File: src/hdl/gaussian_blur_3x3_rgb_assert.svh
// ----------------------------------------------------------------------------
// Blur assertion macros
// Concurrent checks for the 3x3 blur block; empty under synthesis.
// ----------------------------------------------------------------------------
`ifndef GAUSSIAN_BLUR_3X3_RGB_ASSERT_SVH
`define GAUSSIAN_BLUR_3X3_RGB_ASSERT_SVH

`ifndef SYNTHESIS

// same-cycle implication
`define GB3_ASSERT_NOW(name, clk, rst_n, ante, cons) \
    name: assert property (@(posedge clk) disable iff (!rst_n) (ante) |-> (cons)) \
        else $error("gb3 assertion failed");

// next-cycle implication
`define GB3_ASSERT_NEXT(name, clk, rst_n, ante, cons) \
    name: assert property (@(posedge clk) disable iff (!rst_n) (ante) |=> (cons)) \
        else $error("gb3 assertion failed");

`else

`define GB3_ASSERT_NOW(name, clk, rst_n, ante, cons)
`define GB3_ASSERT_NEXT(name, clk, rst_n, ante, cons)

`endif

`endif

File: src/hdl/gb3_pkg.sv
// ----------------------------------------------------------------------------
// gb3_pkg
// Types, constants and helpers shared by the 3x3 blur block.
// ----------------------------------------------------------------------------
`default_nettype none

package gb3_pkg;

    localparam int MAX_WIDTH  = 1024;
    localparam int MAX_HEIGHT = 1024;

    localparam int DIM_W      = 11;                  // frame_width / frame_height
    localparam int COL_W      = $clog2(MAX_WIDTH);   // line store address
    localparam int ROW_W      = 11;
    localparam int WGT_W      = 16;
    localparam int CHAN_W     = 8;
    localparam int PIX_W      = 3 * CHAN_W;
    localparam int WORD_W     = 32;
    localparam int PROD_W     = CHAN_W + WGT_W;
    localparam int RSUM_W     = PROD_W + 2;
    localparam int TOTAL_W    = PROD_W + 4;
    localparam int FRAC_W     = 16;
    localparam int CFG_IDX_W  = 3;
    localparam int CFG_DATA_W = 16;

    localparam logic [CHAN_W-1:0] ALPHA_OPAQUE = 8'hff;
    localparam logic [CHAN_W-1:0] CHAN_MAX     = 8'hff;

    localparam logic [WGT_W-1:0] RST_W_CORNER = 16'd4096;
    localparam logic [WGT_W-1:0] RST_W_EDGE   = 16'd8192;
    localparam logic [WGT_W-1:0] RST_W_CENTER = 16'd16384;
    localparam logic [DIM_W-1:0] RST_WIDTH    = 11'd800;
    localparam logic [DIM_W-1:0] RST_HEIGHT   = 11'd600;

    typedef enum logic [CFG_IDX_W-1:0] {
        REG_W_CORNER     = 3'd0,
        REG_W_EDGE       = 3'd1,
        REG_W_CENTER     = 3'd2,
        REG_FRAME_WIDTH  = 3'd3,
        REG_FRAME_HEIGHT = 3'd4
    } t_reg_idx;

    typedef logic [PIX_W-1:0]  t_pix;    // red 23:16, green 15:8, blue 7:0
    typedef logic [CHAN_W-1:0] t_chan;
    typedef logic [PROD_W-1:0] t_prod;
    typedef t_prod [2:0]       t_prod3;  // index 2 red, 1 green, 0 blue

    // window position flags of one item
    typedef struct packed {
        logic have;
        logic eof;
        logic top;
        logic bottom;
        logic left;
        logic right;
    } t_pos;

    typedef struct packed {
        logic valid;
        logic have;
        logic eof;
    } t_tag;

    typedef struct packed {
        t_chan red;
        t_chan green;
        t_chan blue;
        logic  eof;
    } t_res;

    function automatic logic [DIM_W-1:0] clamp_dim(input logic [DIM_W-1:0] v,
                                                   input logic [DIM_W-1:0] hi);
        logic [DIM_W-1:0] r;
        if (v < DIM_W'(3)) begin
            r = DIM_W'(3);
        end else if (v > hi) begin
            r = hi;
        end else begin
            r = v;
        end
        return r;
    endfunction

endpackage

`default_nettype wire

File: src/hdl/gb3_sum.sv
// ----------------------------------------------------------------------------
// gb3_sum
// Adds the nine weighted taps per channel, drops the fraction and
// saturates to eight bits.
// ----------------------------------------------------------------------------
`default_nettype none

module gb3_sum import gb3_pkg::*; (
    input  logic           i_clk,
    input  logic           i_rst_n,
    input  logic           i_en,
    input  t_tag           i_tag,
    input  t_prod3 [8:0]   i_prod,
    output t_res           o_res,
    output logic           o_push
);

    logic [RSUM_W-1:0] r_rsum [3][3];   // [row][channel]
    t_tag              r_tag;
    logic [TOTAL_W-1:0] total [3];
    t_chan             chan  [3];

    always_ff @(posedge i_clk) begin
        if (!i_rst_n) begin
            r_tag <= '0;
        end else if (i_en) begin
            r_tag <= i_tag;
        end
    end

    always_ff @(posedge i_clk) begin
        if (i_en) begin
            for (int r = 0; r < 3; r++) begin
                for (int k = 0; k < 3; k++) begin
                    r_rsum[r][k] <= RSUM_W'(i_prod[r*3][k]) + RSUM_W'(i_prod[r*3+1][k])
                                  + RSUM_W'(i_prod[r*3+2][k]);
                end
            end
        end
    end

    always_comb begin
        for (int k = 0; k < 3; k++) begin
            total[k] = TOTAL_W'(r_rsum[0][k]) + TOTAL_W'(r_rsum[1][k])
                     + TOTAL_W'(r_rsum[2][k]);
            if (total[k][TOTAL_W-1:FRAC_W] > (TOTAL_W-FRAC_W)'(CHAN_MAX)) begin
                chan[k] = CHAN_MAX;
            end else begin
                chan[k] = total[k][FRAC_W +: CHAN_W];
            end
        end
    end

    assign o_res.red   = chan[2];
    assign o_res.green = chan[1];
    assign o_res.blue  = chan[0];
    assign o_res.eof   = r_tag.eof;
    assign o_push      = r_tag.valid && r_tag.have;

endmodule

`default_nettype wire

File: config.mk
export PLATFORM = sky130hd
export DESIGN_NAME = gb3_sum
export DESIGN_NICKNAME = d
export VERILOG_FILES = /design/src/hdl/gaussian_blur_3x3_rgb_assert.svh /design/src/hdl/gb3_pkg.sv /design/src/hdl/gb3_sum.sv
export SDC_FILE = /design/constraint.sdc
export NUM_CORES = 1
export LEC_CHECK = 0
export BUFFER_PORTS_ARGS = -buffer_cell sky130_fd_sc_hd__buf_4
export CAP_MARGIN = 10
export CORE_ASPECT_RATIO = 1.75
export CORE_MARGIN = 5
export CORE_UTILIZATION = 25
export DETAILED_ROUTE_END_ITERATION = 10
export SKIP_LAST_GASP = 1
export SLEW_MARGIN = 15
export SYNTH_ARGS = -nofsm -noshare
export SYNTH_HDL_FRONTEND = slang
export SYNTH_SLANG_ARGS = --single-unit
File: constraint.sdc
create_clock -name i_clk -period 8.5 [get_ports i_clk]
set_input_delay 0.425 -clock i_clk [delete_from_list [all_inputs] [get_ports i_clk]]
set_output_delay 0.425 -clock i_clk [all_outputs]
set_load 0.02 [all_outputs]
Word level (Yosys, flattened, before mapping)
Memory sizes are Yosys's and may differ from the RTL's.
Cells that the tools add are included.
Word-level totals
  output and inout bits: 26
  latch bits: 0
  input port bits: 654
  logic and storage cells: 37
  memories: 1
  register bits after elaboration: 3
  memory bits (writable): 234
  bits in read-only memories: 0
Memory list
  r_rsum: words 3, bits a word 78, rd ports 3, clocked after Yosys merged registers in 0, wr ports 3, RTL line gb3_sum.sv:18  | logic [RSUM_W-1:0] r_rsum [3][3];
Cells by class
  multipliers: 0
  divide/modulo/power cells: 0
  bitwise operators: 0
  order comparisons: 3
  multiplexer cells: 5
  equality and inequality tests: 0
  shift-type cells: 0
  add/subtract/negate cells: 24
  reduce and logical (&&, ||, !) cells: 1
Operators by type and width (number)
  $add A25 B24 Y26: 9
  $add A24 B24 Y25: 9
  $add A27 B26 Y28: 3
  $add A26 B26 Y27: 3
  $gt A12 B8 Y1 const B: 3
  $mux W8: 3
  $mux W1: 2
  $logic_and A1 B1 Y1: 1

Logic depth before layout (Yosys ltp)
Gate-level depths: netlist of run 1.
An unclocked memory read counts as a cell.
  depth after elaboration: 5
  depth in mapped cells: 15
  mapped depth without buffers: 15

Least setup slack after synthesis of run 1
No wires, ideal clock.
  path type: reg-to-output
  from: memory r_rsum[0][55] (netlist name)
  to: output port o_res[4] (netlist name)
  arrival time: 3.134 ns
  data required time: 8.075 ns
  cell stages (with the launch flop): 14
  setup slack: 4.941 ns
  buffers on the path: 0
  cells stage by stage: edfxtp_1 -> inv_1 -> fa_1 -> inv_1 -> ha_1 -> a21oi_1 -> nor2b_1 -> o311ai_0 -> a31oi_1 -> or2_2 -> a21oi_1 -> nor2b_1 -> o21a_1 -> o21ai_0
RTL lines
  start: declaration: RTL line gb3_sum.sv:18
  end: declaration: RTL line gb3_sum.sv:14  | output t_res o_res,

==> results of run 1 <==
==> registers in the layout (all words and copies together) (netlist names) <==
signal and flops:
r_rsum 234, r_tag 2, o_res 1
==> layout make-up <==
cell class / instances / area [um2] / area share
clock inverters: 18 / 180 / 0.00555
well taps: 1317 / 1650 / 0.0507
inverters: 185 / 694 / 0.0214
repair buffers: 682 / 5130 / 0.158
diodes: 2 / 5.00 / 0.000154
flip-flops and latches: 237 / 7090 / 0.218
multi-input cells: 1778 / 17000 / 0.525
clock buffers: 29 / 683 / 0.0210
==> synth_stat cells, drive strengths merged (8+ instances only) <==
library cell  instances
fa                  300
ha                  282
edfxtp              234
inv                 185
a21oi               160
xnor2               139
nor2                121
o21ai               118
nand2                95
a21o                 77
xor2                 48
o21a                 47
nor3                 35
nand2b               34
nor2b                34
nand3                32
a211oi               26
o21bai               25
a31oi                22
and3                 17
nand4                15
o211ai               14
or3                  13
and2                  9
o31ai                 9
o31a                  8
==> report_power, final <==
group | internal, uW | switching [uW]
Combinational | 2010 | 2480
Clock | 670 | 506
Sequential | 1770 | 250
==> final timing paths <==
check,startpoint,end
worst min-delay path,i_rst_n,r_tag[2]
worst min register to register,r_tag[2],r_tag[2]
worst max-delay path,r_rsum[0][32],o_res[10]
worst max register to register,o_res[0],o_res[0]
==> cell families after synthesis <==
group	share of synthesized area
buffers and inverters	0.0287
adder cells (fa/ha/maj)	0.384
AND/OR/NAND/NOR	0.0841
multiplexers	0.00161
AO/OA/AOI/OAI	0.151
XOR/XNOR	0.0659
flip-flops	0.285
==> through the flow <==
stage          cells  worst slack (ns)  cell area [um2]
2_1_floorplan   2204              4.94            24800
3_3_place_gp    4199              4.25            31600
3_5_place_dp    4199              4.22            31600
4_1_cts         4246              3.56            32500
5_1_grt         4246              3.34            32500
6_report        4248              3.66            32500
==> layer usage <==
layer / GRT usage / up-vias
li1: - / 9362
met1: 0.158 / 9178
met2: 0.290 / 664
met3: 0.0211 / 97
met4: 0.0550 / 0
met5: 0 / -
==> critical path: stages, from the launching register on <==
cell and delay, ns:
edfxtp_1 0.39, fa_1 0.51, ha_1 0.32, a21o_1 0.12, a211oi_1 0.06, o21ai_0 0.29, o2111ai_1 0.17, a21o_1 0.23
o2bb2ai_1 0.20, o221a_2 0.30, o21ai_0 0.78, nand2b_1 0.29, buf_4 0.18
==> flow_summary.json, run 1 <==
{
  "status": "complete, no violations",
  "insertion_delay_ns": 0.56,
  "powerDensity_nw_per_um2": 237,
  "synth_top_area_cell": "edfxtp_1",
  "place_hpwl_mm": 73.3,
  "wl_met2_mm": 44.3,
  "final_common_cell": "buf_4",
  "antenna_found_initial": 2,
  "ioPinCount": 680,
  "io_buffers": 679,
  "clk_pin_slew_ns": 0.07,
  "cp_data_required_time_ns": 8.08,
  "grt_pass1_wl_mm": 119,
  "drt-initial-drc-count": 709,
  "track_usage": 0.148,
  "ff2ff_setup_slack_ns": 7.89,
  "firstDrtPassIters": 5,
  "place.gp.congestion": 0.900,
  "syn_nets": 3440,
  "grt_max_degree": 108,
  "synth.distinct_cells": 69,
  "ctsHtreeMaxLevel": 1,
  "ys_warn_count": 0,
  "avgRoutedWirePerCell_um": 19.4,
  "setup_tns_ns": 0,
  "arrival_ns": 4.42,
  "via_count": 19301,
  "synth_top_flop_cell": "edfxtp_1",
  "start_kind": "flop",
  "holdBufCountCts": 0,
  "synth-seq-cells": 237,
  "final_cell_mix": "681 x buf_4, 300 x fa_1, 282 x ha_1",
  "synth_area_leaders": "edfxtp_1 28%, fa_1 24%, ha_1 14%",
  "worstMarginPinSlew_ns": 0.971,
  "ant_nets": 0,
  "fin_skew_ns": 0,
  "cts_tree": "yes",
  "final_max_slew_viol_count": 0,
  "coreArea_um2": 99000,
  "synth.yosys.seq_area_share": 0.285,
  "hold_depth": 2,
  "grt_pass1_vias": 20712,
  "total_power_uw": 7690,
  "fmax_mhz": 206,
  "fillCellCount": 10055,
  "crit_type": "reg2out",
  "rsz0062_at_grt": "false",
  "fp.dieW_um": 248,
  "wl_met3_mm": 4.98,
  "synth_top_area_frac": 0.283,
  "nets": 4146,
  "dieArea_um2": 106000,
  "syn_inst": 2204,
  "finalWirelength_mm": 82.6,
  "syn-cell-area_um2": 24800,
  "crit_path_end_kind": "output port",
  "syn_avg_cell_area_um2": 11.3,
  "syn_to_final_growth_pct": 30.7,
  "ir_worst_vdd_mv": 0.135,
  "dieHeight_um": 427,
  "relSlewSlack": 0.346,
  "postCtsSetupBuffers": 0,
  "fin_crit_sh": 0.570,
  "drive_gt1_frac": 0.254,
  "final_util": 0.328,
  "synth-async-reset-ratio": 0,
  "setup_viol": 0,
  "fin_crit_ns": 4.84,
  "viasPerCell": 4.54,
  "cts_resized": 0,
  "top_layer": "met4",
  "hold_class": "in2reg",
  "root_buffer": "clkbuf_16",
  "wl_met1_mm": 30.0,
  "initial_core_util": 0.251,
  "critPathMaxFanout": 6,
  "synth_edf_count": 234,
  "grt_overflow": 0,
  "holdWs_ns": 0.0940,
  "drc": 0,
  "clock_path_buffers": 3,
  "clock_sinks": 237,
  "maxCapViolCount": 0,
  "rows": 153,
  "rr_worst_depth": 2,
  "p_leak_uw": 0.0143,
  "cts-buffers-inserted": 26,
  "hold_violations": 0
}
Note: power is estimated with default switching activity, not from simulation.
==> inputs of run 2 (changes only) <==
Clock period 8.5 ns to 4.3 ns, I/O delays scaled along.
==> run 2 against run 1 <==
Final cell count grew 0.35%. Cell area grew 0.64%. Sequential share of layout area decreased by 0.14 points. Power is 98% higher.
==> flow_summary.json, run 2 (same netlist as run 1, synthesis figures left out) <==
{
  "critPathBufInv": 1,
  "cp_data_required_time_ns": 4.09,
  "powerDensity_nw_per_um2": 466,
  "grt_pass1_wl_mm": 120,
  "grt_pass1_vias": 21078,
  "hold_violations": 0,
  "critPathMostFrequentCell": "a21o_1",
  "wl_met3_mm": 5.21,
  "clock_sinks": 237,
  "fillCellCount": 10035,
  "drt-initial-drc-count": 701,
  "initial_core_util": 0.251,
  "root_buffer": "clkbuf_16",
  "place_hpwl_mm": 72.8,
  "crit_type": "reg2out",
  "rsz0062_at_grt": "true",
  "fin_crit_ns": 4.09,
  "avgRoutedWirePerCell_um": 19.3,
  "pre_cts_slack_ns": 0.392,
  "fin_ws_ns": 0.212,
  "start_kind": "flop",
  "setup_viol": 0,
  "dieArea_um2": 106000,
  "viasPerCell": 4.54,
  "largest_reg_flops": 234,
  "fp.dieW_um": 248,
  "cpPeakStageDelay_ns": 0.49,
  "place.gp.congestion": 0.901,
  "hold_class": "in2reg",
  "regMostFlops": "r_rsum",
  "hold_depth": 3,
  "arrival_ns": 3.87,
  "holdWs_ns": 0.108,
  "min-delay-start": "i_prod[625]",
  "wl_met2_mm": 44.7,
  "status": "complete, no violations",
  "rows": 153,
  "worstPathCellList": "fa_1, ha_1, a21o_1, a211oi_1, o21ai_0, o2111ai_1, a21o_1, o2bb2ai_1, o221a_2, o21ai_2, nand2b_2, buf_4",
  "drc": 0,
  "nets": 4163,
  "ctsHtreeMaxLevel": 1,
  "grt_overflow": 0,
  "ioPinCount": 680,
  "ant_nets": 0,
  "ff2ff_setup_slack_ns": 3.14,
  "wl_met1_mm": 30.0,
  "critPathMaxFanout": 6,
  "io_buffers": 679,
  "final_cell_mix": "691 x buf_4, 300 x fa_1, 282 x ha_1",
  "syn_to_final_growth_pct": 31.5,
  "cts_tree": "yes",
  "clk_pin_slew_ns": 0.06,
  "worst_path_dominant_cell_family": "compound AO/OA/AOI/OAI gates",
  "insertion_delay_ns": 0.55,
  "reg2reg_to": "r_tag[1]",
  "final_common_cell": "buf_4",
  "drive_gt1_frac": 0.259,
  "coreArea_um2": 99000,
  "worstMarginPinSlew_ns": 0.925,
  "cts-buffers-inserted": 27,
  "min_to": "r_rsum[2][1]",
  "antenna_cells": 0,
  "relSlewSlack": 0.367,
  "crit_path_end_kind": "output port",
  "cp_slowest_cell": "fa_1",
  "via_count": 19354,
  "grt_max_degree": 105,
  "final_max_slew_viol_count": 0,
  "clock_path_buffers": 3,
  "p_leak_uw": 0.0144,
  "final_util": 0.330,
  "fin_crit_sh": 0.951,
  "firstDrtPassIters": 5,
  "r2r-start": "r_tag[1]",
  "total_power_uw": 15200,
  "top_layer": "met4",
  "fmax_mhz": 245,
  "maxCapViolCount": 0,
  "antenna_found_initial": 3,
  "finalWirelength_mm": 82.3,
  "track_usage": 0.149,
  "dieHeight_um": 427,
  "fin_skew_ns": 0,
  "ir_worst_vdd_mv": 0.238,
  "rr_worst_depth": 3
}
-- run 2: worst register-to-register path, cell delays in order, from the launching register on --
cell and delay [ns]:
dfxtp_1 0.32, mux2i_1 0.12, nor2b_1 0.06, dlygate4sd3_1 0.55
-- run 2: cell type report --
cell class,count,area (um2),share of cell area
Clock buffer,29,683,0.0209
Clock inverter,19,219,0.00670
Multi-Input combinational cell,1778,17100,0.522
Sequential cell,237,7090,0.217
Timing Repair Buffer,698,5280,0.162
Tap cell,1317,1650,0.0504
Inverter,185,694,0.0212
-- run 2: through the flow --
stage	cells	cell area [um2]	TNS [ns]
floorplan	2204	24800	0
global placement	4209	31700	0
detailed placement	4209	31700	0
CTS	4261	32600	-0.0288
global route	4263	32700	-0.0841
finish	4263	32700	0
-- run 2: where the power goes --
group | switching [uW] | internal (uW) | total, uW
clock network | 1040 | 1400 | 2440
registers | 502 | 3490 | 3990
logic | 4750 | 4040 | 8790
-- run 2: worst max-delay path by stage --
stage,startpoint,cells past startpoint,to
floorplan,r_rsum[0][55],13,o_res[4]
global placement,r_rsum[0][32],12,o_res[10]
detailed placement,r_rsum[0][32],12,o_res[10]
CTS,r_rsum[0][32],12,o_res[10]
global route,r_rsum[0][29],14,o_res[10]
finish,r_rsum[0][32],12,o_res[10]
-- run 2: repair_timing --
item                                    in CTS  in global routing
pin swaps                                    0                  2
buffers inserted                             0                  2
hold buffers                                 4                  0
endpoints found under the setup margin       8                 17
hold endpoints to repair                     3                  0
gates resized for setup                      3                  7
-- run 2: metal layers --
metal	vias to the layer above	global-route usage
li1	9397	-
met1	9241	0.159
met2	636	0.298
met3	80	0.0231
met4	0	0.0415
met5	-	0
