File: src/hdl/gaussian_blur_3x3_rgb_assert.svh
// ----------------------------------------------------------------------------
// Blur assertion macros
// Concurrent checks for the 3x3 blur block; empty under synthesis.
// ----------------------------------------------------------------------------
`ifndef GAUSSIAN_BLUR_3X3_RGB_ASSERT_SVH
`define GAUSSIAN_BLUR_3X3_RGB_ASSERT_SVH

`ifndef SYNTHESIS

// same-cycle implication
`define GB3_ASSERT_NOW(name, clk, rst_n, ante, cons) \
    name: assert property (@(posedge clk) disable iff (!rst_n) (ante) |-> (cons)) \
        else $error("gb3 assertion failed");

// next-cycle implication
`define GB3_ASSERT_NEXT(name, clk, rst_n, ante, cons) \
    name: assert property (@(posedge clk) disable iff (!rst_n) (ante) |=> (cons)) \
        else $error("gb3 assertion failed");

`else

`define GB3_ASSERT_NOW(name, clk, rst_n, ante, cons)
`define GB3_ASSERT_NEXT(name, clk, rst_n, ante, cons)

`endif

`endif

File: src/hdl/gb3_pkg.sv
// ----------------------------------------------------------------------------
// gb3_pkg
// Types, constants and helpers shared by the 3x3 blur block.
// ----------------------------------------------------------------------------
`default_nettype none

package gb3_pkg;

    localparam int MAX_WIDTH  = 1024;
    localparam int MAX_HEIGHT = 1024;

    localparam int DIM_W      = 11;                  // frame_width / frame_height
    localparam int COL_W      = $clog2(MAX_WIDTH);   // line store address
    localparam int ROW_W      = 11;
    localparam int WGT_W      = 16;
    localparam int CHAN_W     = 8;
    localparam int PIX_W      = 3 * CHAN_W;
    localparam int WORD_W     = 32;
    localparam int PROD_W     = CHAN_W + WGT_W;
    localparam int RSUM_W     = PROD_W + 2;
    localparam int TOTAL_W    = PROD_W + 4;
    localparam int FRAC_W     = 16;
    localparam int CFG_IDX_W  = 3;
    localparam int CFG_DATA_W = 16;

    localparam logic [CHAN_W-1:0] ALPHA_OPAQUE = 8'hff;
    localparam logic [CHAN_W-1:0] CHAN_MAX     = 8'hff;

    localparam logic [WGT_W-1:0] RST_W_CORNER = 16'd4096;
    localparam logic [WGT_W-1:0] RST_W_EDGE   = 16'd8192;
    localparam logic [WGT_W-1:0] RST_W_CENTER = 16'd16384;
    localparam logic [DIM_W-1:0] RST_WIDTH    = 11'd800;
    localparam logic [DIM_W-1:0] RST_HEIGHT   = 11'd600;

    typedef enum logic [CFG_IDX_W-1:0] {
        REG_W_CORNER     = 3'd0,
        REG_W_EDGE       = 3'd1,
        REG_W_CENTER     = 3'd2,
        REG_FRAME_WIDTH  = 3'd3,
        REG_FRAME_HEIGHT = 3'd4
    } t_reg_idx;

    typedef logic [PIX_W-1:0]  t_pix;    // red 23:16, green 15:8, blue 7:0
    typedef logic [CHAN_W-1:0] t_chan;
    typedef logic [PROD_W-1:0] t_prod;
    typedef t_prod [2:0]       t_prod3;  // index 2 red, 1 green, 0 blue

    // window position flags of one item
    typedef struct packed {
        logic have;
        logic eof;
        logic top;
        logic bottom;
        logic left;
        logic right;
    } t_pos;

    typedef struct packed {
        logic valid;
        logic have;
        logic eof;
    } t_tag;

    typedef struct packed {
        t_chan red;
        t_chan green;
        t_chan blue;
        logic  eof;
    } t_res;

    function automatic logic [DIM_W-1:0] clamp_dim(input logic [DIM_W-1:0] v,
                                                   input logic [DIM_W-1:0] hi);
        logic [DIM_W-1:0] r;
        if (v < DIM_W'(3)) begin
            r = DIM_W'(3);
        end else if (v > hi) begin
            r = hi;
        end else begin
            r = v;
        end
        return r;
    endfunction

endpackage

`default_nettype wire

File: src/hdl/gb3_cell.sv
// ----------------------------------------------------------------------------
// gb3_cell
// One window tap: holds a pixel, passes it to its left neighbor and
// weights its three channels.
// ----------------------------------------------------------------------------
`default_nettype none

module gb3_cell import gb3_pkg::*; (
    input  logic             i_clk,
    input  logic             i_rst_n,
    input  logic             i_shift,
    input  logic             i_en,
    input  t_pix             i_pix,
    output t_pix             o_pix,
    input  logic [WGT_W-1:0] i_weight,
    input  logic             i_keep,
    output t_prod3           o_prod
);

    t_pix             r_pix;
    t_prod3           r_prod;

    always_ff @(posedge i_clk) begin
        if (!i_rst_n) begin
            r_pix <= '0;
        end else if (i_shift) begin
            r_pix <= i_pix;
        end
    end

    // taps outside the frame contribute nothing; their pixel may be unwritten
    // line memory, so the product itself is forced to zero
    always_ff @(posedge i_clk) begin
        if (i_en) begin
            for (int k = 0; k < 3; k++) begin
                r_prod[k] <= i_keep ? PROD_W'(r_pix[k*CHAN_W +: CHAN_W]) * PROD_W'(i_weight)
                                    : '0;
            end
        end
    end

    assign o_pix  = r_pix;
    assign o_prod = r_prod;

endmodule

`default_nettype wire

File: config.mk
export PLATFORM = sky130hd
export DESIGN_NAME = gb3_cell
export DESIGN_NICKNAME = d
export VERILOG_FILES = /design/src/hdl/gaussian_blur_3x3_rgb_assert.svh /design/src/hdl/gb3_pkg.sv /design/src/hdl/gb3_cell.sv
export SDC_FILE = /design/constraint.sdc
export NUM_CORES = 1
export LEC_CHECK = 0
export ABC_AREA = 1
export BUFFER_PORTS_ARGS = -buffer_cell sky130_fd_sc_hd__buf_2
export CORE_MARGIN = 1
export CORE_UTILIZATION = 61
export DETAILED_ROUTE_END_ITERATION = 10
export PLACE_DENSITY = 0.81
export SYNTH_ARGS = -nofsm -noshare
export SYNTH_HDL_FRONTEND = slang
export SYNTH_SLANG_ARGS = --single-unit
File: constraint.sdc
create_clock -name i_clk -period 12.75 [get_ports i_clk]
set_clock_uncertainty 0.15 [all_clocks]
set_input_delay 0.6375 -clock i_clk [delete_from_list [all_inputs] [get_ports i_clk]]
set_output_delay 0.6375 -clock i_clk [all_outputs]
set_load 0.01 [all_outputs]
==> Word level (Yosys, flattened, before mapping) <==
Cells that the tools add are included.
{ "totals": {"input_bits": 45, "elab_cells": 7, "out_inout_bits": 96, "register_bits": 96} }
{ "op_classes": {"multipliers": 3} }
{ "op_table": {"columns": ["op", "count"], "rows": [
  ["$mul A8 B16 Y24", 3]
]} }

==> Longest topological paths before layout <==
Gate-level depths: netlist of run 1.
{ "depth": {"ltp_word": 1, "mapped_depth": 24, "depth_no_buf": 22} }

==> Worst setup path after synthesis of run 1 <==
Ideal clock, no wire load.
{ "synth_path": {"kind": "input to register", "startpoint": "input i_weight[15]", "endpoint": "register r_prod, in the netlist o_prod[45] (data pin)", "setup_ns": 0.255, "path_buffers": 1, "cell_stages": 18, "setup_slack_ns": 8.249, "arrival_ns": 4.096, "path_cell_list": "clkbuf_1 -> nand2_1 -> fa_1 -> fa_1 -> inv_1 -> fa_1 -> inv_1 -> fa_1 -> inv_1 -> ha_1 -> nand2_1 -> nor2_1 -> and2_1 -> nand2_1 -> nand2_1 -> nor2_1 -> a21oi_1 -> nor2_1"} }
{ "synth_via": {"elab_chain_len": 1} }
{ "synth_rtl": {"columns": ["element", "line", "source"], "rows": [
  ["from (decl)", "gb3_cell.sv:15", "input logic [WGT_W-1:0] i_weight,"],
  ["$mul A8 B16 Y24", "gb3_cell.sv:36", "r_prod[k] <= i_keep ? PROD_W'(r_pix[k*CHAN_W +: CHAN_W]) * PROD_W'(i_weight)"],
  ["to (signal, indexed assignment)", "gb3_cell.sv:36", null],
  ["to (decl)", "gb3_cell.sv:21", "t_prod3 r_prod;"]
]} }
No other way between the ends.
A chain may end at the register's enable or synchronous reset.

==> Final worst setup path of run 1 <==
{ "layout_path": {"startpoint": "register r_pix[2], in the netlist o_pix[2]", "endpoint": "register r_prod, in the netlist o_prod[18] (data pin)"} }
{ "layout_via": {"elab_chain_len": 1} }
{ "layout_rtl": {"columns": ["element", "line", "source"], "rows": [
  ["from (decl)", "gb3_cell.sv:20", "t_pix r_pix;"],
  ["from (signal assigned)", "gb3_cell.sv:27", "r_pix <= i_pix;"],
  ["$mul A8 B16 Y24", "gb3_cell.sv:36", null]
]} }
No other way between the ends.

==> results of run 1 <==
==> logic make-up after synthesis <==
logic type	Yosys count	synth area share (%)
compound gates	136	4.169
xor+xnor	6	0.3057
fa+ha+maj	384	38.94
buf+inv	856	18.71
flops	96	15.37
simple gates	965	22.51
==> layout by cell type (no fill, tap or decap), types with 2 or more instances in the layout <==
master and count:
dfxtp_1 24, nor3_1 10, clkbuf_16 9, ha_1 132, nand3_1 49, a21oi_2 2
fa_1 252, buf_2 140, xor2_1 3, nor2_1 154, xnor2_1 3, edfxtp_1 72
nand3b_1 7, a21oi_1 76, nand2_2 14, and2_1 6, o21ai_0 47, inv_2 6
o21a_1 2, nor2_4 3, o21bai_1 8, buf_4 3, nand2_1 702, nand4_1 7
nor2_2 6, nand3_2 6, inv_1 756
==> area by class of cell <==
class                      instances  area, sq um  area share [%]
antenna                            1        2.502         0.01365
multi-input combinational       1491        11340           61.86
inverter                         762         2860           15.61
clock inverter                     6        60.06          0.3277
tap                              378        473.0           2.581
clock buffer                      10        229.0           1.249
timing repair buffer             143        723.2           3.946
sequential                        96         2643           14.42
==> worst max-delay path, stage by stage (launching register included) <==
cell	delay, ns
dfxtp_1	0.89
nand2_1	0.20
fa_1	0.56
fa_1	0.55
inv_1	0.05
fa_1	0.47
inv_1	0.06
fa_1	0.47
inv_1	0.04
ha_1	0.35
nand2_1	0.13
nor2_1	0.19
inv_1	0.08
nor3_1	0.13
nand2_1	0.11
a21oi_1	0.15
nor2_1	0.06
==> per-layer routing <==
| metal | track usage [%] | vias to the layer above |
|---|---|---|
| met5 | 0 | - |
| met3 | 5.302 | 81 |
| met2 | 54.38 | 588 |
| met1 | 38.19 | 6974 |
| li1 | - | 7059 |
| met4 | 11.12 | 2 |
==> per-stage QoR <==
step                      hold slack (ns)  cell area, sq um  worst slack, ns  util, %  power, mW
after CTS                          0.3278             18320            7.910    65.96      1.942
after floorplan                    0.5655             17200            8.249        -      1.327
after global placement             0.7061             18030            7.750    64.92      1.625
after detailed placement           0.7053             18030            7.702    64.92      1.650
final                              0.3364             18330            7.859    65.97      1.933
after global routing               0.3535             18330            7.557    65.97      2.133
==> registers in the layout, summed over array words and instances, names as in the netlist <==
register and flops:
o_pix 24, o_prod 72
==> worst max-delay path by stage <==
stage	from	slack (ns)	end	cells after the start
floorplan	i_weight[15]	8.25	o_prod[45]$_SDFFCE_PN0P_	18
global placement	i_weight[6]	7.75	o_prod[66]$_SDFFCE_PN0P_	17
detailed placement	i_weight[6]	7.70	o_prod[66]$_SDFFCE_PN0P_	17
CTS	o_pix[2]$_SDFFE_PN0P_	7.91	o_prod[18]$_SDFFCE_PN0P_	16
global route	o_pix[2]$_SDFFE_PN0P_	7.56	o_prod[18]$_SDFFCE_PN0P_	16
finish	o_pix[2]$_SDFFE_PN0P_	7.86	o_prod[18]$_SDFFCE_PN0P_	16
==> power by group through the flow <==
stage	clock network (mW)	logic, mW	registers (mW)
after floorplan	0	0.872	0.455
after global placement	0	1.17	0.456
after detailed placement	0	1.19	0.458
after CTS	0.288	1.20	0.451
after global routing	0.297	1.38	0.458
final	0.283	1.20	0.452
==> flow_metrics.tcl, run 1 <==
set metrics [dict create \
    portBuffers 140 \
    timing.final.crit_share_pct 38.36 \
    dieArea_sq_mm 0.02886 \
    route.met2.wl_mm 20.70 \
    final-setup-viol-count 0 \
    worstSetupPathType "register to register" \
    met3WireLength_mm 3.285 \
    placed_cells 2870 \
    fin_nets 2932 \
    gp_congestion 0.9013 \
    area_share_of_the_largest_cell_type_after_synthesis_pct 29.34 \
    min_from "i_pix[4]" \
    synthesis.area_per_instance_sq_um 7.039 \
    vdd_drop_max_v 0.00006544 \
    ys_dominant_reg_cell "edfxtp_1" \
    power_frac_comb_pct 62.0 \
    critPathArrivalTime_ns 4.87 \
    syn-num-nets 2872 \
    power.switching_fraction_pct 49.20 \
    pwr-share-clk_pct 14.6 \
    hold-path-endpoint "o_pix[4]$_SDFFE_PN0P_" \
    clockRootBuffer "clkbuf_16" \
    placement_row_count 61 \
    worst_pin_slew_ns 1.012 \
    clkLatencyLatePin_ns 0.37 \
    mappedNetlistArea_sq_mm 0.01720 \
    power_density_cells_mw_per_mm2 105.5 \
    drt-wirelength-per-cell_um 14.50 \
    coreArea_sq_mm 0.02778 \
    power.net_switching_mw 0.9509 \
    post_route_cells_drive_above_1_share_pct 7.815 \
    numCtsBuffers 9 \
    routed_via_density 5.093 \
    worst_r2r_src "o_pix[2]$_SDFFE_PN0P_" \
    cts-htree-levels 3 \
    netlist_top_cells_count "inv_1 (756), nand2_1 (702), fa_1 (252)" \
    cellLeakagePower_nw 12.24 \
    globalRouteTotalUtil_pct 30.95 \
    initial_util_pct 61.89 \
    antenna_violating_nets_post_route 0 \
    setup.reg_to_reg.worst_slack_ns 7.86 \
    clock_path_buffers 2 \
    timing.critical_path.fanout_max 18 \
    synth.ff_latch_count 96 \
    cts_hold_buffers 0 \
    number_of_drc_markers_in_iteration_0 1105 \
    pwr-share-seq_pct 23.4 \
    timing.hold.worst.class "primary input to register" \
    antenna_violations_before_repair 2 \
    grt_overflow 0 \
    netlist_instances 2443 \
    post-cts-setup-buffer-count 0 \
    postSynth.asyncResetShare_pct 0 \
    fp.dieW_um 169.9 \
    synthesis.yosys.warnings 0 \
    drc 2 \
    flow.area_growth_from_synthesis_pct 6.578 \
    startpoint_type "register" \
    cp.required_ns 12.73 \
    worst_r2r_endpoint "o_prod[18]$_SDFFCE_PN0P_" \
    timing.final.hold_violations 0 \
    grt_first_pass_wirelength_mm 70.01 \
    fin_tns_setup_ns 0 \
    outcome "finished, violations left" \
    failed_checks "DRC" \
    count_of_clock_tree_sinks 96 \
    first_global_vias 15000 \
    yosysMostFrequentCell "inv_1" \
    via_count 14700 \
    timing.slew.headroom_pct 32.48 \
    synth_edf_count 72 \
    num_io_pins 141 \
    timing.final.max_slew_violations 0 \
    timing.critical_path.to_type "register" \
    route.layer.met1.wl_mm 16.75 \
    worst_hold_path.num_cells 3 \
    fmax_mhz 204.4 \
    power_report.internal_total_mw 0.9818 \
    seq_area_frac_synth_pct 15.37 \
    fp.dieH_um 169.9 \
    grt_start_max_net_pins 66 \
    synth.lib_cells_used.distinct 29 \
    fillerInstances 2535 \
    hpwl_after_dpl_mm 32.40 \
    post_synth_main_area_contributors "fa_1 (29%), inv_1 (17%), nand2_1 (15%)" \
    wl_mm 41.87 \
    first_pass_iters 9 \
    grt_setup_unrepaired "no" \
    highest_layer "met5" \
    ctsResizeCount 0 \
    drv.max_cap_violation_count 0 \
    fin_cells 2887 \
    yosys.area.top_type "fa_1" \
    clock_tree_from_tritoncts "yes" \
    path_clk_slew_ns 0.07 \
    layout_min_cycle_time_ns 4.891 \
    rr_worst_depth 16 \
]
(Power assumes the default switching activity.)
==> inputs of run 2 (changes only) <==
Clock period 12.75 ns to 4.9 ns, I/O delays scaled along.
==> flow_metrics.tcl, run 2 (synthesis results as in run 1) <==
set metrics [dict create \
    layout_min_cycle_time_ns 4.699 \
    placement_row_count 61 \
    count_of_clock_tree_sinks 96 \
    critical_path.cell_chain "nand2_1 > fa_1 > inv_1 > fa_1 > fa_1 > inv_1 > fa_1 > inv_1 > ha_1 > nand2_1 > inv_2 > nand3_1 > nor3_1 > nand2_1 > a21oi_1 > nor2_1" \
    clock_path_buffers 2 \
    num_io_pins 141 \
    final-setup-viol-count 0 \
    timing.critical_path.depth 16 \
    number_of_drc_markers_in_iteration_0 1133 \
    clockRootBuffer "clkbuf_16" \
    grt_first_pass_wirelength_mm 72.76 \
    dieArea_sq_mm 0.02886 \
    timing.slew.headroom_pct 27.34 \
    cts-htree-levels 3 \
    timing.final.max_slew_violations 0 \
    initial_util_pct 61.89 \
    path_buf_inv 4 \
    path_clk_slew_ns 0.08 \
    vdd_drop_max_v 0.0001742 \
    numCtsBuffers 9 \
    worst_pin_slew_ns 1.089 \
    multi_input_area_sq_mm 0.01134 \
    antenna_violations_before_repair 1 \
    drv.max_cap_violation_count 0 \
    n_antenna_cell 0 \
    timing.final.hold_violations 0 \
    startpoint_type "register" \
    fin_tns_setup_ns 0 \
    gp_congestion 0.9654 \
    coreArea_sq_mm 0.02778 \
    cp.required_ns 4.88 \
    worst_hold_path.num_cells 3 \
    first_global_vias 15390 \
    post_route_cells_drive_above_1_share_pct 9.544 \
    flow.area_growth_from_synthesis_pct 9.670 \
    clkLatencyLatePin_ns 0.39 \
    rr_worst_depth 16 \
    fp.dieH_um 169.9 \
    critPathArrivalTime_ns 4.68 \
    power_density_cells_mw_per_mm2 271.8 \
    fp.dieW_um 169.9 \
    grt_start_max_net_pins 54 \
    flip_flop_count_of_the_largest_register_after_layout 72 \
    timing.critical_path.to_type "register" \
    first_pass_iters 5 \
    portBuffers 140 \
    cellLeakagePower_nw 12.54 \
    outcome "complete, no violations" \
    family_with_the_most_delay_on_the_worst_path "adder cells" \
    antenna_violating_nets_post_route 0 \
    globalRouteTotalUtil_pct 32.34 \
    worstSetupPathType "register to register" \
    wl_mm 43.69 \
    crit_path_slowest_cell "dfxtp_1" \
    slowest_cell_delay_on_critical_path_ns 0.76 \
    layout.cells.most_common "inv_1" \
    fin_nets 2991 \
    timing.hold.worst.class "primary input to register" \
    routed_via_density 5.068 \
    worst_path_most_repeated_cell "fa_1" \
    commonest_cells_after_routing_fill_and_taps_aside "inv_1 (756), nand2_1 (702), fa_1 (252)" \
    fmax_mhz 212.8 \
    fillerInstances 2385 \
    grt_overflow 0 \
    final-seq-area_sq_mm 0.002658 \
    p_total_mw 5.125 \
    drt-wirelength-per-cell_um 14.83 \
    drc 0 \
    fin_cells 2945 \
    grt_setup_unrepaired "no" \
    placed_cells 2905 \
    timing.final.crit_share_pct 95.91 \
    timing.critical_path.fanout_max 15 \
    via_count 14930 \
    clock_tree_from_tritoncts "yes" \
    hpwl_after_dpl_mm 33.76 \
]
run 2: cell types whose count changed in the layout (fill, tap and decap cells not counted), sizes merged:
cell         previous run  this run
diode                   1         0
dlygate4sd3             0        24
buf                   143       178
clkinvlp                2         1
clkinv                  3         2
inv                   762       764
run 2: timing repair:
action                                 in CTS  in global routing
endpoints found under the hold margin      24                  0
resized for setup                           0                 12
setup buffers                               0                  0
setup endpoints to repair                   0                 26
hold buffers                               24                  0
run 2: area by class of cell:
class	count	area share, %
clock buffer	10	1.267
clock inverter	6	0.3516
inverter	762	15.17
sequential	96	14.09
tap	378	2.508
timing repair buffer	202	6.502
multi-input combinational	1491	60.11
run 2: power by group:
part	internal, mW	total (mW)	switching, mW
logic	1.14	3.21	2.07
clock network	0.413	0.769	0.357
registers	1.06	1.15	0.0869
run 2: path summary, 6_finish.rpt:
kind                                from                  endpoint  slack [ns]
setup / recovery  o_pix[21]$_SDFFE_PN0P_  o_prod[68]$_SDFFCE_PN0P_        0.20
hold / removal                   i_rst_n     o_pix[2]$_SDFFE_PN0P_        0.24
setup reg to reg  o_pix[21]$_SDFFE_PN0P_  o_prod[68]$_SDFFCE_PN0P_        0.20
hold reg to reg    o_pix[0]$_SDFFE_PN0P_     o_pix[0]$_SDFFE_PN0P_        0.49
run 2: stage by stage:
step	util (%)	cell area, sq um	setup WS (ns)	hold slack (ns)
2_1_floorplan	-	17200	0.4195	0.2075
3_3_place_gp	65.86	18300	0.1313	0.3154
3_5_place_dp	65.86	18300	0.1156	0.3234
4_1_cts	67.83	18840	0.09214	0.2073
5_1_grt	67.88	18860	0.01885	0.2491
6_report	67.88	18860	0.2006	0.2353
run 2: worst min-delay path, delay by kind of cell:
kind	cells	cell delay, ns
AND/OR/NAND/NOR	1	0.05
AO/OA/AOI/OAI	1	0.15
buffers and inverters	1	0.29
run 2: routing by layer:
| layer | global-route usage (%) | part of all wire [%] |
|---|---|---|
| met1 | 41.09 | 40 |
| met5 | 0 | 0.030 |
| met2 | 54.60 | 48 |
| met4 | 14.45 | 3.8 |
| met3 | 4.977 | 8.1 |
